`src/design/spr_pkg.sv`:
```
package spr_pkg;

  localparam int DataByteW   = 8;
  localparam int StackBytesW = 17;
  localparam int OutDataW    = 24;

  // record types
  localparam logic [7:0] RecCodeEnd = 8'hDF;
  localparam logic [7:0] RecExpr    = 8'hF3;

  // expression record header
  localparam logic [7:0] ExprHead0  = 8'h03;
  localparam logic [7:0] ExprHead1  = 8'h83;

  // 65816 opcodes seen in prologues
  localparam logic [7:0] OpPha      = 8'h48;
  localparam logic [7:0] OpTsc      = 8'h3B;
  localparam logic [7:0] OpPhd      = 8'h0B;
  localparam logic [7:0] OpTcd      = 8'h5B;
  localparam logic [7:0] OpPea      = 8'hF4;
  localparam logic [7:0] OpJsl      = 8'h22;
  localparam logic [7:0] OpSec      = 8'h38;
  localparam logic [7:0] OpSbcImm   = 8'hE9;

  typedef struct packed {
    logic                   valid;
    logic                   found;
    logic [StackBytesW-1:0] stack_bytes;
  } spr_result_t;

endpackage

```
`src/design/spr_core.sv`:
```
module spr_core #(
  parameter int SNIPPET_BYTES = 8
) (
  input  logic                              clk_i,
  input  logic                              rst_ni,
  input  logic                              fire_i,
  input  logic [spr_pkg::DataByteW-1:0]     byte_i,
  input  logic                              start_i,
  output spr_pkg::spr_result_t              res_o
);

  localparam int CntW = $clog2(SNIPPET_BYTES + 1);
  localparam int IdxW = $clog2(SNIPPET_BYTES);
  localparam logic [7:0]      SnipMax  = 8'(SNIPPET_BYTES);
  localparam logic [CntW-1:0] SnipCnt  = CntW'(SNIPPET_BYTES);
  localparam logic [CntW-1:0] ExprHdrN = CntW'(3);

  localparam logic [2:0] PhDone  = 3'd0;
  localparam logic [2:0] PhType  = 3'd1;
  localparam logic [2:0] PhCode  = 3'd2;
  localparam logic [2:0] PhEHead = 3'd3;
  localparam logic [2:0] PhESkip = 3'd4;
  localparam logic [2:0] PhENull = 3'd5;

  logic [2:0]      phase_q, phase_d, phase_cur;
  logic [7:0]      kind_q, kind_d;
  logic [CntW-1:0] cnt_q, cnt_d, cnt_inc;
  logic [7:0]      skip_q, skip_d;
  logic [7:0]      snip_q [SNIPPET_BYTES];
  logic [7:0]      snip_d [SNIPPET_BYTES];
  logic [7:0]      target;
  logic            pha_lead;
  logic            pat_frame;
  logic            pat_call;
  logic            pat_sbc;
  logic [16:0]     sbc_size;
  spr_pkg::spr_result_t res;

  assign cnt_inc  = cnt_q + CntW'(1);
  assign target   = (kind_q < SnipMax) ? kind_q : SnipMax;

  // pattern checks see the snippet including the byte just taken
  assign pha_lead  = (snip_d[0] == spr_pkg::OpPha);
  assign pat_frame = (kind_q > 8'd2) &&
                     (pha_lead ? (snip_d[1] == spr_pkg::OpTsc && snip_d[2] == spr_pkg::OpPhd &&
                                  snip_d[3] == spr_pkg::OpTcd)
                               : (snip_d[0] == spr_pkg::OpTsc && snip_d[1] == spr_pkg::OpPhd &&
                                  snip_d[2] == spr_pkg::OpTcd));
  assign pat_call  = (snip_d[0] == spr_pkg::OpPea) && (snip_d[3] == spr_pkg::OpJsl);
  assign pat_sbc   = (snip_d[0] == spr_pkg::OpTsc) && (snip_d[1] == spr_pkg::OpSec) &&
                     (snip_d[2] == spr_pkg::OpSbcImm);
  assign sbc_size  = {1'b0, snip_d[4], snip_d[3]} + 17'd2;

  always_comb begin
    phase_cur = start_i ? PhType : phase_q;
    phase_d   = phase_cur;
    kind_d    = kind_q;
    cnt_d     = cnt_q;
    skip_d    = skip_q;
    snip_d    = snip_q;
    res       = '0;
    unique case (phase_cur)
      PhType: begin
        kind_d = byte_i;
        cnt_d  = '0;
        if (byte_i != 8'd0 && byte_i < spr_pkg::RecCodeEnd) begin
          phase_d = PhCode;
        end else if (byte_i == spr_pkg::RecExpr) begin
          phase_d = PhEHead;
        end else begin
          phase_d   = PhDone;
          res.valid = 1'b1;
        end
      end
      PhCode: begin
        if (cnt_q < SnipCnt) begin
          snip_d[cnt_q[IdxW-1:0]] = byte_i;
        end
        cnt_d = cnt_inc;
        if (8'(cnt_inc) >= target) begin
          phase_d = PhDone;
          if (pat_frame) begin
            res.valid       = 1'b1;
            res.found       = 1'b1;
            res.stack_bytes = pha_lead ? 17'd4 : 17'd2;
          end else if (kind_q == 8'd4) begin
            if (pat_call) begin
              phase_d = PhType;
            end else begin
              res.valid = 1'b1;
            end
          end else if (kind_q > 8'd7 && pat_sbc) begin
            res.valid       = 1'b1;
            res.found       = 1'b1;
            res.stack_bytes = sbc_size;
          end else begin
            res.valid = 1'b1;
          end
        end
      end
      PhEHead: begin
        if (cnt_q < ExprHdrN) begin
          snip_d[cnt_q[IdxW-1:0]] = byte_i;
        end
        cnt_d = cnt_inc;
        if (cnt_inc == ExprHdrN) begin
          if (snip_d[0] == spr_pkg::ExprHead0 && snip_d[1] == spr_pkg::ExprHead1) begin
            skip_d  = snip_d[2];
            phase_d = (snip_d[2] != 8'd0) ? PhESkip : PhENull;
          end else begin
            phase_d   = PhDone;
            res.valid = 1'b1;
          end
        end
      end
      PhESkip: begin
        skip_d = skip_q - 8'd1;
        if (skip_d == 8'd0) begin
          phase_d = PhENull;
        end
      end
      PhENull: begin
        snip_d[0] = byte_i;
        if (byte_i == 8'd0) begin
          phase_d = PhType;
        end else begin
          phase_d   = PhDone;
          res.valid = 1'b1;
        end
      end
      default: begin
      end
    endcase
    res.valid = res.valid & fire_i;
  end

  assign res_o = res;

  always_ff @(posedge clk_i or negedge rst_ni) begin
    if (!rst_ni) begin
      phase_q <= PhDone;
      kind_q  <= '0;
      cnt_q   <= '0;
      skip_q  <= '0;
      for (int i = 0; i < SNIPPET_BYTES; i++) begin
        snip_q[i] <= '0;
      end
    end else if (fire_i) begin
      phase_q <= phase_d;
      kind_q  <= kind_d;
      cnt_q   <= cnt_d;
      skip_q  <= skip_d;
      snip_q  <= snip_d;
    end
  end

endmodule

```
`src/design/stack_preamble_recognizer.sv`:
```
// Path: an input transfer enters the input register; a result that it completes
// is held in the result register for the master side.
// Throughput: one body byte per cycle while the result side does not stall; a byte gives zero or one result.
// Reset: asynchronous, active low; the scan idles until a byte marked as
// segment start, the snippet buffer and all counters clear.
module stack_preamble_recognizer #(
  parameter int SNIPPET_BYTES = 8
) (
  input  logic        clk_i,
  input  logic        rst_ni,
  input  logic        s_axis_tvalid,
  output logic        s_axis_tready,
  input  logic [7:0]  s_axis_tdata,  // [7:0] data_byte
  input  logic        s_axis_tuser,  // [0] segment_start
  output logic        m_axis_tvalid,
  input  logic        m_axis_tready,
  output logic [23:0] m_axis_tdata,  // [16:0] stack_bytes, rest zero
  output logic        m_axis_tuser   // [0] found
);

  logic        in_valid_q, in_valid_d;
  logic [7:0]  in_byte_q;
  logic        in_start_q;
  logic        out_valid_q, out_valid_d;
  logic        out_found_q;
  logic [16:0] out_bytes_q;
  logic        s_fire;
  logic        core_fire;
  spr_pkg::spr_result_t core_res;

  assign core_fire     = in_valid_q && (!out_valid_q || m_axis_tready);
  assign s_axis_tready = !in_valid_q || core_fire;
  assign s_fire        = s_axis_tvalid && s_axis_tready;

  spr_core #(
    .SNIPPET_BYTES(SNIPPET_BYTES)
  ) u_core (
    .clk_i  (clk_i),
    .rst_ni (rst_ni),
    .fire_i (core_fire),
    .byte_i (in_byte_q),
    .start_i(in_start_q),
    .res_o  (core_res)
  );

  always_comb begin
    in_valid_d = in_valid_q;
    if (s_fire) begin
      in_valid_d = 1'b1;
    end else if (core_fire) begin
      in_valid_d = 1'b0;
    end
    out_valid_d = out_valid_q;
    if (core_res.valid) begin
      out_valid_d = 1'b1;
    end else if (m_axis_tready) begin
      out_valid_d = 1'b0;
    end
  end

  always_ff @(posedge clk_i or negedge rst_ni) begin
    if (!rst_ni) begin
      in_valid_q  <= 1'b0;
      out_valid_q <= 1'b0;
    end else begin
      in_valid_q  <= in_valid_d;
      out_valid_q <= out_valid_d;
    end
  end

  always_ff @(posedge clk_i) begin
    if (s_fire) begin
      in_byte_q  <= s_axis_tdata;
      in_start_q <= s_axis_tuser;
    end
    if (core_res.valid) begin
      out_found_q <= core_res.found;
      out_bytes_q <= core_res.stack_bytes;
    end
  end

  assign m_axis_tvalid = out_valid_q;
  assign m_axis_tdata  = {7'd0, out_bytes_q};
  assign m_axis_tuser  = out_found_q;

  a_giveup_zero: assert property (@(posedge clk_i) disable iff (!rst_ni)
    m_axis_tvalid && !m_axis_tuser |-> m_axis_tdata[16:0] == 17'd0)
    else $error("give-up result carries a nonzero size");

  a_found_min: assert property (@(posedge clk_i) disable iff (!rst_ni)
    m_axis_tvalid && m_axis_tuser |-> m_axis_tdata[16:0] >= 17'd2)
    else $error("found size below two bytes");

  a_no_overrun: assert property (@(posedge clk_i) disable iff (!rst_ni)
    core_res.valid |-> !out_valid_q || m_axis_tready)
    else $error("result produced while result register is blocked");

  a_in_hold: assert property (@(posedge clk_i) disable iff (!rst_ni)
    in_valid_q && !core_fire |=> in_valid_q && $stable(in_byte_q) && $stable(in_start_q))
    else $error("pending input byte lost");

endmodule

```
`config.mk`:
```
export PLATFORM = sky130hd
export DESIGN_NAME = stack_preamble_recognizer
export DESIGN_NICKNAME = d
export VERILOG_FILES = /design/src/design/spr_pkg.sv /design/src/design/spr_core.sv /design/src/design/stack_preamble_recognizer.sv
export SDC_FILE = /design/constraint.sdc
export NUM_CORES = 1
export LEC_CHECK = 0
export BUFFER_PORTS_ARGS = -buffer_cell sky130_fd_sc_hd__buf_2
export CAP_MARGIN = 10
export CORE_ASPECT_RATIO = 0.9
export CORE_MARGIN = 4
export CORE_UTILIZATION = 50
export CTS_BUF_LIST = sky130_fd_sc_hd__clkbuf_16
export CTS_CLUSTER_SIZE = 20
export DETAILED_ROUTE_END_ITERATION = 16
export HOLD_SLACK_MARGIN = 0.15
export PLACE_DENSITY = 0.7
export SLEW_MARGIN = 20
export SYNTH_ARGS = -nofsm -noshare
export SYNTH_HDL_FRONTEND = slang
export SYNTH_HIERARCHICAL = 1
export SYNTH_SLANG_ARGS = --single-unit
```
`constraint.sdc`:
```
create_clock -name clk_i -period 4.3 [get_ports clk_i]
set_input_delay 0 -clock clk_i [delete_from_list [all_inputs] [get_ports clk_i]]
set_output_delay 0 -clock clk_i [all_outputs]
set_load 0.05 [all_outputs]
```
# [Word-level counts from Yosys, hierarchy flattened]
# Cells that the tools add are included.
[op_classes] add_sub_neg=3 order_cmp=9 n_eq_ne=25 muxes=44 bitwise_logic=2 n_reduce_logical=33
[op_table] operator="$mux W64" count=3
[op_table] operator="$pmux W56 S2" count=1
[op_table] operator="$bwmux W64" count=1
[op_table] operator="$mux W19" count=2
[op_table] operator="$mux W18" count=2
[op_table] operator="$eq A8 B6 Y1 const B" count=4
[op_table] operator="$eq A8 B8 Y1 const B" count=4
[op_table] operator="$mux W8" count=4
[op_table] operator="$demux W8 S3" count=1
[op_table] operator="$eq A8 B7 Y1 const B" count=3
[op_table] operator="$mux W3" count=8
[op_table] operator="$pmux W8 S3" count=1
[op_table] operator="$add A16 B2 Y17 const B" count=1
[op_table] operator="$eq A8 B4 Y1 const B" count=2
[op_table] operator="$logic_not A8 Y1" count=2
[op_table] operator="$pmux W8 S2" count=1
[op_table] operator="$reduce_bool A8 Y1" count=2
[op_table] operator="$mux W1" count=15
[op_table] operator="$pmux W3 S5" count=1
[op_table] operator="$logic_and A1 B1 Y1" count=14
[op_table] operator="$reduce_bool A2 Y1" count=5
[op_table] operator="$eq A8 B2 Y1 const B" count=1
[op_table] operator="$eq A8 B3 Y1 const B" count=1
[op_table] operator="$ge A4 B8 Y1" count=1
[op_table] operator="other kinds (25)" count=36
[totals] regBits=116 input_bits=13 out_inout_bits=27 wordCells=134

# [Logic depth before layout (Yosys ltp)]
# Gate-level depths: netlist of the first run.
[logic_depth] depth_word=20 mapped_depth=15 mapped_depth_nobuf=13

# [Modules after synthesis]
# The synthesis of the first run kept the hierarchy.
[modules_own_cells] module="spr_core" n_inst=1 cells_per_inst=628 area_each_um2=5133.7
[modules_own_cells] module="stack_preamble_recognizer" n_inst=1 cells_per_inst=43 area_each_um2=970.9

# [Worst setup path before layout of the first run]
# No wires, ideal clock.
[synth_timing] path_kind="flip-flop to flip-flop" startpoint="reg u_core.kind_q[6]" endpoint="reg out_found_q, in the netlist m_axis_tuser, enable pin" setup_time_ps=400 arrival_ps=3213 required_ps=3900 path_slack_ps=687 path_stages_with_launch=12 path_buffers=0 path_cell_list="dfrtp_1 or4_1 nor2_1 and2_1 ha_1 nand2b_1 a21o_1 a21o_1 a21oi_1 or3_1 a21o_1 a21oi_1"
[synth_rtl] item="start, declared" line="spr_core.sv:26" source="logic [7:0] kind_q, kind_d;"
[synth_rtl] item="start signal, assigned" line="spr_core.sv:150" source="kind_q <= kind_d;"
[synth_rtl] item="end signal, assigned" line="stack_preamble_recognizer.sv:77" source="out_found_q <= core_res.found;"
[synth_rtl] item="end, declared" line="stack_preamble_recognizer.sv:25" source="logic out_found_q;"

==> impl_metrics.env, run 1 <==
export IMPL_setup_tns_ns=0
export IMPL_die_w_um=124
export IMPL_h_tree_depth=3
export IMPL_numPlacedInstances=835
export IMPL_globalRouteOverflowTotal=0
export IMPL_period_share=0.919
export IMPL_powerDensity_nw_per_um2=486
export IMPL_muxShareOfSynthArea=0.0865
export IMPL_grt_max_degree=66
export IMPL_yosys_top_cells_count="73 x nand2_1, 65 x dfrtp_1, 52 x nor2_1"
export IMPL_skew_ns=0.0111
export IMPL_drive_above_1_share=0.151
export IMPL_dp_hpwl_um=12100
export IMPL_die_area_um2=14000
export IMPL_hold_viol=0
export IMPL_dieHeight_um=113
export IMPL_viasPerCell=6.25
export IMPL_finalSetupViolCount=0
export IMPL_period_needed_ns=3.95
export IMPL_rsz0062_at_grt="false"
export IMPL_r2r_slack_ns=0.35
export IMPL_synth_edf_count=27
export IMPL_yosys_area_share_simple=0.258
export IMPL_drt_wirelength_per_cell_um=19.9
export IMPL_place_congestion=0.949
export IMPL_peakVddDrop_uv=273
export IMPL_crit_fanout=19
export IMPL_p_leak_nw=2.75
export IMPL_status="finished clean"
export IMPL_path_class="reg -> reg"
export IMPL_antenna_found_initial=0
export IMPL_yosysSeqAreaShare=0.399
export IMPL_tightest_slew_ns=0.966
export IMPL_crit_end="out_bytes_q[14]"
export IMPL_postRouteAntennaNets=0
export IMPL_synth_xor_area_frac=0.0244
export IMPL_numCtsBuffers=9
export IMPL_core_area_um2=12000
export IMPL_path_clk_slew_ns=0.07
export IMPL_start_util=0.510
export IMPL_yosysMostFrequentCell="nand2_1"
export IMPL_timing_max_slew_rel_slack=0.351
export IMPL_synth_top_area_cell="dfrtp_1"
export IMPL_synth_warnings=6
export IMPL_met2_usage=0.389
export IMPL_r2r_cells=8
export IMPL_pin_count=40
export IMPL_ys_ff_latch=92
export IMPL_synth_compound_area_frac=0.164
export IMPL_clock_latency_ns=0.36
export IMPL_slew_violations=0
export IMPL_r2r_start="u_core/cnt_q[0]"
export IMPL_met1_usage=0.333
export IMPL_drt_total_wl_um=17200
export IMPL_syn2layout_area_growth_pct=11.7
export IMPL_syn_inst=671
export IMPL_root_buffer="clkbuf_16"
export IMPL_first_pass_iters=5
export IMPL_stdcell_count=864
export IMPL_start_kind="flop"
export IMPL_drc_errors=0
export IMPL_met3_usage=0.0675
export IMPL_syn_area_um2=6100
export IMPL_async_flop_share=0.707
export IMPL_cp_required_ns=4.27
export IMPL_rows=38
export IMPL_drt_initial_drc_count=546
export IMPL_fin_util=0.569
export IMPL_ys_flop_type="dfrtp_1"
export IMPL_layout_nets=721
export IMPL_yosysTopAreaCellShare=0.266
export IMPL_timing_rr_end="out_bytes_q[14]"
export IMPL_synthTopCellsByArea="dfrtp_1 27%, edfxtp_1 13%, mux2_2 5.5%, nand2_1 4.5%, o21ai_0 4.1%"
export IMPL_io_buffer_count=32
export IMPL_synth_top_family_by_area="simple AND/OR/NAND/NOR gates"
export IMPL_cts_buffer_depth=2
export IMPL_synth_fa_ha_area_frac=0.0184
export IMPL_grt_pass1_vias=5118
export IMPL_num_fill_cells=1069
export IMPL_synth_cell_types=78
export IMPL_maxCapViolCount=0
export IMPL_vias=5402
export IMPL_crit_start="u_core/cnt_q[0]"
export IMPL_grt_use_total=0.248
export IMPL_antenna_cells=0
export IMPL_postSynthAreaPerCell_um2=9.10
export IMPL_postCtsSetupBuffers=0
export IMPL_cts_sinks=92
export IMPL_top_usage_layer="met2"
export IMPL_min_path_type="in -> reg"
export IMPL_endpoint_kind="flop"
export IMPL_grt_pass1_wl_um=27600
export IMPL_cp_arrival_ns=3.92
export IMPL_max_freq_ghz=0.253
export IMPL_cts_tree="yes"
kinds of logic after synthesis:
logic type / after synthesis
AOI/OAI and AO/OA: 155
xor gates and xnor gates: 17
adders and majority gates: 9
buffers and inverters: 67
DFF: 92
muxes: 49
other: 1
and+or+nand+nor: 281
worst max-delay path, cell delays in order, from the launching register on:
cell and delay, ns:
dfrtp_1 0.54, ha_1 0.48, a21oi_1 0.56, nand3_1 0.50
nand3_1 0.24, o41ai_1 0.11, and3_1 0.23, a21o_1 0.17
a21oi_2 0.72
registers in the layout, indices dropped and copies added (netlist names):
register / count
u_core/snip_q: 40
out_bytes_q: 17
in_byte_q: 8
u_core/kind_q: 8
u_core/skip_q: 8
u_core/cnt_q: 4
u_core/phase_q: 3
in_start_q: 1
in_valid_q: 1
m_axis_tuser: 1
m_axis_tvalid: 1
through the flow:
step	hold slack, ns	total power [mW]	cell area [µm²]	setup WS [ns]
final	0.351	3.32	6820	0.349
after global routing	0.360	3.51	6820	0.0468
after CTS	0.335	3.31	6820	0.414
after detailed placement	0.179	2.47	6380	0.457
after global placement	0.177	2.44	6380	0.620
after floorplan	-0.296	2.14	6130	0.687
how the worst min path moves through the flow:
| stage | from | to | slack [ns] | cells past startpoint |
|---|---|---|---|---|
| floorplan | rst_ni | in_valid_q | -0.30 | 0 |
| global placement | s_axis_tdata[7] | in_byte_q[7] | 0.18 | 1 |
| detailed placement | s_axis_tdata[6] | in_byte_q[6] | 0.18 | 1 |
| CTS | s_axis_tdata[4] | in_byte_q[4] | 0.33 | 2 |
| global route | s_axis_tdata[5] | in_byte_q[5] | 0.36 | 2 |
| finish | s_axis_tdata[4] | in_byte_q[4] | 0.35 | 2 |
power by group:
group	switching [mW]	internal, mW
logic	0.673	0.478
registers	0.258	1.09
clock network	0.338	0.483
total	1.27	2.05
cells in the final DEF (no fill, tap or decap), drive strengths merged, types with 8 or more instances in the layout:
cell | Yosys | layout
nand2 | 73 | 73
dfrtp | 65 | 65
o21ai | 54 | 54
nor2 | 52 | 52
buf | 15 | 48
a21oi | 34 | 34
mux2 | 30 | 30
edfxtp | 27 | 27
nand3 | 24 | 24
nor3 | 23 | 23
mux2i | 19 | 19
inv | 16 | 17
nand4 | 16 | 16
dlygate4sd3 | 0 | 13
nand2b | 12 | 12
xnor2 | 12 | 12
clkbuf | 35 | 10
and2 | 10 | 10
or3 | 9 | 9
ha | 9 | 9
nor4b | 9 | 9
o211ai | 8 | 8
nand3b | 8 | 8
layer usage:
layer | part of all wire | up-vias
li1 | - | 2537
met1 | 0.44 | 2597
met2 | 0.46 | 235
met3 | 0.075 | 33
met4 | 0.026 | 0
met5 | 0 | -
what timing repair did:
item | 4_1_cts | 5_1_grt
gates resized for setup | 0 | 0
setup endpoints to repair | 0 | 0
hold endpoints to repair | 85 | 0
hold buffers | 13 | 0
cell type report:
| class | instances | area [µm²] | share of cell area |
|---|---|---|---|
| clock buffers | 10 | 250 | 0.0367 |
| clock inverters | 6 | 62.6 | 0.00917 |
| inverters | 17 | 63.8 | 0.00936 |
| multi-input cells | 518 | 3390 | 0.498 |
| flip-flops and latches | 92 | 2440 | 0.357 |
| repair buffers | 61 | 410 | 0.0602 |
| well taps | 160 | 200 | 0.0294 |
(Power assumes the default switching activity.)
==> run 2, diff against run 1 <==
--- a/config.mk
+++ b/config.mk
@@ -5,6 +5,7 @@
 export SDC_FILE = /design/constraint.sdc
 export NUM_CORES = 1
 export LEC_CHECK = 0
+export ABC_AREA = 1
 export BUFFER_PORTS_ARGS = -buffer_cell sky130_fd_sc_hd__buf_2
 export CAP_MARGIN = 10
 export CORE_ASPECT_RATIO = 0.9
==> run 2 against run 1 <==
  * Core utilization is 0.33 points lower
  * Setup slack improved by 0.65 ns
  * Cell count up 32%
  * Synthesized cell count rose by 40%
  * Highest routed layer unchanged
  * Hold slack got worse by 0.13 ns
  * Die area grew 8.1%
==> impl_metrics.env, run 2 <==
export IMPL_status="finished clean"
export IMPL_grt_max_degree=60
export IMPL_synthTopCellsByArea="dfrtp_1 25%, nand2_1 15%, edfxtp_1 12%, nand3_1 6.8%, inv_1 5.3%"
export IMPL_timing_final_ws_setup_ns=1.00
export IMPL_dieHeight_um=117
export IMPL_ys_flop_type="dfrtp_1"
export IMPL_syn2layout_area_growth_pct=9.39
export IMPL_yosys_area_share_simple=0.374
export IMPL_synth_top_area_cell="dfrtp_1"
export IMPL_p_seq_frac=0.318
export IMPL_postRouteAntennaNets=0
export IMPL_tightest_slew_ns=0.688
export IMPL_endpoint_kind="flop"
export IMPL_layout_nets=990
export IMPL_die_area_um2=15200
export IMPL_min_path_type="in -> async"
export IMPL_start_kind="flop"
export IMPL_path_clk_slew_ns=0.07
export IMPL_cts_tree="yes"
export IMPL_root_buffer="clkbuf_16"
export IMPL_crit_fanout=32
export IMPL_internal_power_mw=2.24
export IMPL_clock_latency_ns=0.36
export IMPL_maxCapViolCount=0
export IMPL_yosysMostFrequentCell="nand2_1"
export IMPL_syn_area_um2=6640
export IMPL_clkPwrFrac=0.185
export IMPL_switching_share=0.480
export IMPL_period_needed_ns=3.30
export IMPL_ys_ff_latch=92
export IMPL_start_util=0.517
export IMPL_slew_violations=0
export IMPL_skew_ns=0.00715
export IMPL_max_freq_ghz=0.303
export IMPL_vias=6404
export IMPL_syn_inst=938
export IMPL_p_leak_nw=3.36
export IMPL_largest_register_ffs=40
export IMPL_p_sw_mw=2.07
export IMPL_peakVddDrop_uv=383
export IMPL_setup_tns_ns=0
export IMPL_yosysSeqAreaShare=0.367
export IMPL_hold_viol=0
export IMPL_cts_buffer_depth=2
export IMPL_muxShareOfSynthArea=0.00151
export IMPL_mostFrequentLayoutCells="259 x nand2_1, 93 x inv_1, 90 x nor2_1, 90 x nand3_1"
export IMPL_synth_edf_count=27
export IMPL_core_area_um2=12800
export IMPL_die_w_um=129
export IMPL_drt_wirelength_per_cell_um=16.7
export IMPL_synth_xor_area_frac=0.0145
export IMPL_first_pass_iters=7
export IMPL_pin_count=40
export IMPL_numCtsBuffers=9
export IMPL_drt_initial_drc_count=709
export IMPL_globalRouteOverflowTotal=0
export IMPL_async_flop_share=0.707
export IMPL_drc_errors=0
export IMPL_yosys_top_cells_count="259 x nand2_1, 93 x inv_1, 90 x nand3_1, 90 x nor2_1"
export IMPL_drt_total_wl_um=19000
export IMPL_synth_top_family_by_area="simple AND/OR/NAND/NOR gates"
export IMPL_dp_hpwl_um=13600
export IMPL_reg_top3="u_core/snip_q: 40 flops, out_bytes_q: 17 flops"
export IMPL_finalPower_mw=4.30
export IMPL_period_share=0.767
export IMPL_combPwrFrac=0.498
export IMPL_top_register="u_core/snip_q"
export IMPL_final_common_cell="nand2_1"
export IMPL_postCtsSetupBuffers=0
export IMPL_drive_above_1_share=0.136
export IMPL_yosysTopAreaCellShare=0.245
export IMPL_path_class="reg -> reg"
export IMPL_antenna_cells=0
export IMPL_synth_warnings=6
export IMPL_timing_max_slew_rel_slack=0.542
export IMPL_r2r_slack_ns=1.00
export IMPL_cts_sinks=92
export IMPL_antenna_found_initial=0
export IMPL_finalSetupViolCount=0
export IMPL_cp_required_ns=4.29
export IMPL_powerDensity_nw_per_um2=593
export IMPL_cp_arrival_ns=3.29
export IMPL_place_congestion=0.997
export IMPL_synth_fa_ha_area_frac=0.0170
export IMPL_viasPerCell=5.63
export IMPL_synth_compound_area_frac=0.125
export IMPL_rsz0062_at_grt="false"
export IMPL_grt_pass1_vias=5853
export IMPL_io_buffer_count=32
export IMPL_postSynthAreaPerCell_um2=7.08
export IMPL_grt_use_total=0.256
export IMPL_rows=39
export IMPL_grt_pass1_wl_um=30900
export IMPL_synth_cell_types=51
export IMPL_h_tree_depth=3
export IMPL_dpl_worst_slack_ns=0.725
run 2: worst paths after layout:
path,from,endpoint,depth (start not counted)
min,rst_ni,u_core/skip_q[2],2
min reg2reg,u_core/snip_q[38],u_core/snip_q[38],2
max reg2reg,u_core/cnt_q[0],out_bytes_q[0],13
max in group asynchronous,rst_ni,u_core/snip_q[57],3
min in group clk_i,s_axis_tdata[3],in_byte_q[3],2
max,u_core/cnt_q[0],out_bytes_q[0],13
run 2: through the flow:
step	util	hold slack, ns	area [µm²]	cells
2_1_floorplan	-	-0.296	6660	944
4_1_cts	0.565	0.252	7250	1137
3_3_place_gp	0.533	0.0830	6840	1108
3_5_place_dp	0.533	0.0877	6840	1108
6_report	0.566	0.219	7260	1137
5_1_grt	0.566	0.291	7260	1137
run 2: logic make-up after synthesis:
family | Yosys count
compound gates | 146
simple gates | 530
xor+xnor | 11
mux | 1
fa+ha+maj | 9
flops | 92
other cells | 1
buf+inv | 148
run 2: critical path, cell delays in order, from the launching register on:
cell and delay [ns]:
dfrtp_1 0.53, ha_1 0.32, nor2_2 0.15, nand2_2 0.07
inv_2 0.44, nand3_1 0.20, nand3_1 0.14, nand2_1 0.06
nor2_1 0.14, nor3_1 0.06, and3_1 0.16, nand2_1 0.05
nand2_1 0.08, a21oi_4 0.54
run 2: area by class of cell:
class | instances | area [µm²]
multi-input cells | 704 | 3580
repair buffers | 51 | 335
well taps | 164 | 205
fillers | 1242 | 5570
clock buffers | 9 | 225
inverters | 110 | 415
flip-flops and latches | 92 | 2440
clock inverters | 7 | 63.8
run 2: metal layers:
layer | vias to the layer above | share of wire | wire, µm | global-route usage
met5 | - | 0 | 0 | 0
met4 | 0 | 0.026 | 502 | 0.0844
met3 | 40 | 0.086 | 1640 | 0.0464
met2 | 328 | 0.43 | 8090 | 0.372
met1 | 2903 | 0.46 | 8780 | 0.383
li1 | 3133 | - | - | -
run 2: power by group through the flow:
stage          Combinational (mW)  Sequential [mW]  Clock [mW]
5_1_grt                      2.41             1.40       0.849
4_1_cts                      2.10             1.36       0.808
2_1_floorplan                1.63             1.36           0
6_report                     2.14             1.37       0.795
3_5_place_dp                 2.08             1.38           0
3_3_place_gp                 2.06             1.37           0
run 2: what timing repair did:
action,in CTS,in global routing
resized for setup,0,0
hold buffers,13,0
hold endpoints to repair,38,0
==> run 3, diff against run 2 <==
==> constraint.sdc (replaced) <==
create_clock -name clk_i -period 3.15 [get_ports clk_i]
set_input_delay 0 -clock clk_i [delete_from_list [all_inputs] [get_ports clk_i]]
set_output_delay 0 -clock clk_i [all_outputs]
set_load 0.05 [all_outputs]
==> run 3 against run 2 <==
  * Core utilization grew 4.2 points
  * First-iteration DRC count increased by 5.5%
  * Largest power group unchanged
  * Sequential share of layout area down 2.3 points
  * Combinational power up 53%
  * Clock-buffer cell count unchanged
  * Largest cell class unchanged
  * Wire length is 1.6% higher
==> impl_metrics.env, run 3 (same netlist as run 2, synthesis figures left out) <==
export IMPL_min_path_type="in -> async"
export IMPL_core_area_um2=12800
export IMPL_grt_use_total=0.262
export IMPL_layout_nets=1053
export IMPL_endpoint_kind="flop"
export IMPL_dp_hpwl_um=14500
export IMPL_pin_count=40
export IMPL_die_w_um=129
export IMPL_powerDensity_nw_per_um2=798
export IMPL_cp_arrival_ns=3.16
export IMPL_h_tree_depth=3
export IMPL_dieHeight_um=117
export IMPL_numPlacedInstances=1170
export IMPL_numCtsBuffers=9
export IMPL_drc_errors=0
export IMPL_path_clk_slew_ns=0.07
export IMPL_cts_buffer_depth=2
export IMPL_stdcell_count=1200
export IMPL_grt_pass1_wl_um=31700
export IMPL_rows=39
export IMPL_status="finished clean"
export IMPL_maxCapViolCount=0
export IMPL_peakVddDrop_uv=489
export IMPL_drt_total_wl_um=19300
export IMPL_syn2layout_area_growth_pct=17.4
export IMPL_first_pass_iters=5
export IMPL_die_area_um2=15200
export IMPL_clock_latency_ns=0.35
export IMPL_start_kind="flop"
export IMPL_largest_register_ffs=40
export IMPL_cts_tree="yes"
export IMPL_io_buffer_count=32
export IMPL_final_common_cell="nand2_1"
export IMPL_vias=6555
export IMPL_tightest_slew_ns=0.615
export IMPL_mostFrequentLayoutCells="259 x nand2_1, 94 x inv_1, 90 x nand3_1"
export IMPL_grt_pass1_vias=6286
export IMPL_drive_above_1_share=0.188
export IMPL_start_util=0.517
export IMPL_slew_violations=0
export IMPL_antenna_cells=0
export IMPL_timing_max_slew_rel_slack=0.590
export IMPL_viasPerCell=5.46
export IMPL_root_buffer="clkbuf_16"
export IMPL_setup_tns_ns=0
export IMPL_period_needed_ns=3.05
export IMPL_antenna_found_initial=0
export IMPL_period_share=0.969
export IMPL_postRouteAntennaNets=0
export IMPL_place_congestion=1.05
export IMPL_rsz0062_at_grt="true"
export IMPL_path_class="reg -> reg"
export IMPL_hold_viol=0
export IMPL_num_fill_cells=1197
export IMPL_cts_sinks=92
export IMPL_drt_initial_drc_count=748
export IMPL_cp_required_ns=3.25
export IMPL_fin_util=0.607
export IMPL_skew_ns=0.00840
export IMPL_reg_top3="u_core/snip_q: 40 flops, out_bytes_q: 17 flops"
export IMPL_finalSetupViolCount=0
export IMPL_crit_fanout=9
export IMPL_p_leak_nw=3.69
export IMPL_globalRouteOverflowTotal=0
export IMPL_max_freq_ghz=0.328
export IMPL_drt_wirelength_per_cell_um=16.1
export IMPL_top_register="u_core/snip_q"
export IMPL_grt_max_degree=60
## run 3: cell types whose count changed in the layout (fill, tap and decap cells not counted), moves of 2 or more
cell	before	now
clkinv_4	0	4
inv_6	3	1
clkinvlp_4	2	0
buf_4	6	66
buf_12	0	3
inv_8	2	0
## run 3: timing repair
item                       4_1_cts  5_1_grt
resized for setup                1        2
hold buffers                    13        0
hold endpoints to repair        36        0
setup buffers                    0        1
pin swaps                        0        1
setup endpoints to repair       18       25
## run 3: layout make-up
class                           count  area (µm²)  share of cell area
Clock buffer                        9         225              0.0289
Clock inverter                      7        77.6             0.00995
Tap cell                          164         205              0.0263
Multi-Input combinational cell    704        3590               0.460
Timing Repair Buffer              114         846               0.108
Sequential cell                    92        2440               0.313
Inverter                          110         415              0.0533
## run 3: per-layer routing
| metal | global-route usage | vias up | wire length (µm) |
|---|---|---|---|
| li1 | - | 3258 | - |
| met1 | 0.380 | 2973 | 8760 |
| met2 | 0.395 | 286 | 8400 |
| met3 | 0.0523 | 38 | 1650 |
| met4 | 0.0786 | 0 | 510 |
| met5 | 0 | - | 0 |
## run 3: power breakdown
part | switching, mW | leakage (nW) | internal, mW | total (mW)
clock | 0.486 | 0.151 | 0.621 | 1.11
sequential | 0.256 | 1.12 | 1.57 | 1.83
combinational | 2.10 | 2.41 | 1.19 | 3.28
total | 2.84 | 3.69 | 3.38 | 6.22
## run 3: worst paths after layout
check | start | end | slack (ns) | cells after the start
max reg2reg | in_start_q | out_bytes_q[15] | 0.1 | 17
max in group asynchronous | rst_ni | u_core/snip_q[63] | 1.96 | 3
max | in_start_q | out_bytes_q[15] | 0.1 | 17
min reg2reg | u_core/snip_q[35] | u_core/snip_q[35] | 0.48 | 2
min in group clk_i | s_axis_tdata[4] | in_byte_q[4] | 0.35 | 2
min | rst_ni | u_core/snip_q[50] | 0.19 | 2
## run 3: critical path, cell delays in order (launching register included)
cell and delay, ns:
edfxtp_1 0.49, nor2_4 0.18, nand2_4 0.15, buf_4 0.20, nor2_1 0.16, nand3_1 0.14
nand2_1 0.14, buf_4 0.17, ha_1 0.16, inv_1 0.05, nor2_2 0.14, nand2_1 0.16
inv_2 0.09, nand4_1 0.18, nor2_2 0.18, nand3_1 0.09, nand2_1 0.08, nor2_1 0.05
## run 3: metrics by stage
stage	hold WS, ns	instance area, µm²	setup slack [ns]	total power [mW]
floorplan	-0.296	6670	0.250	4.09
global placement	0.0419	7330	0.0516	5.02
detailed placement	0.0518	7330	-0.0499	5.04
CTS	0.207	7770	0.132	6.18
global route	0.258	7800	-0.115	6.72
finish	0.194	7800	0.0977	6.22
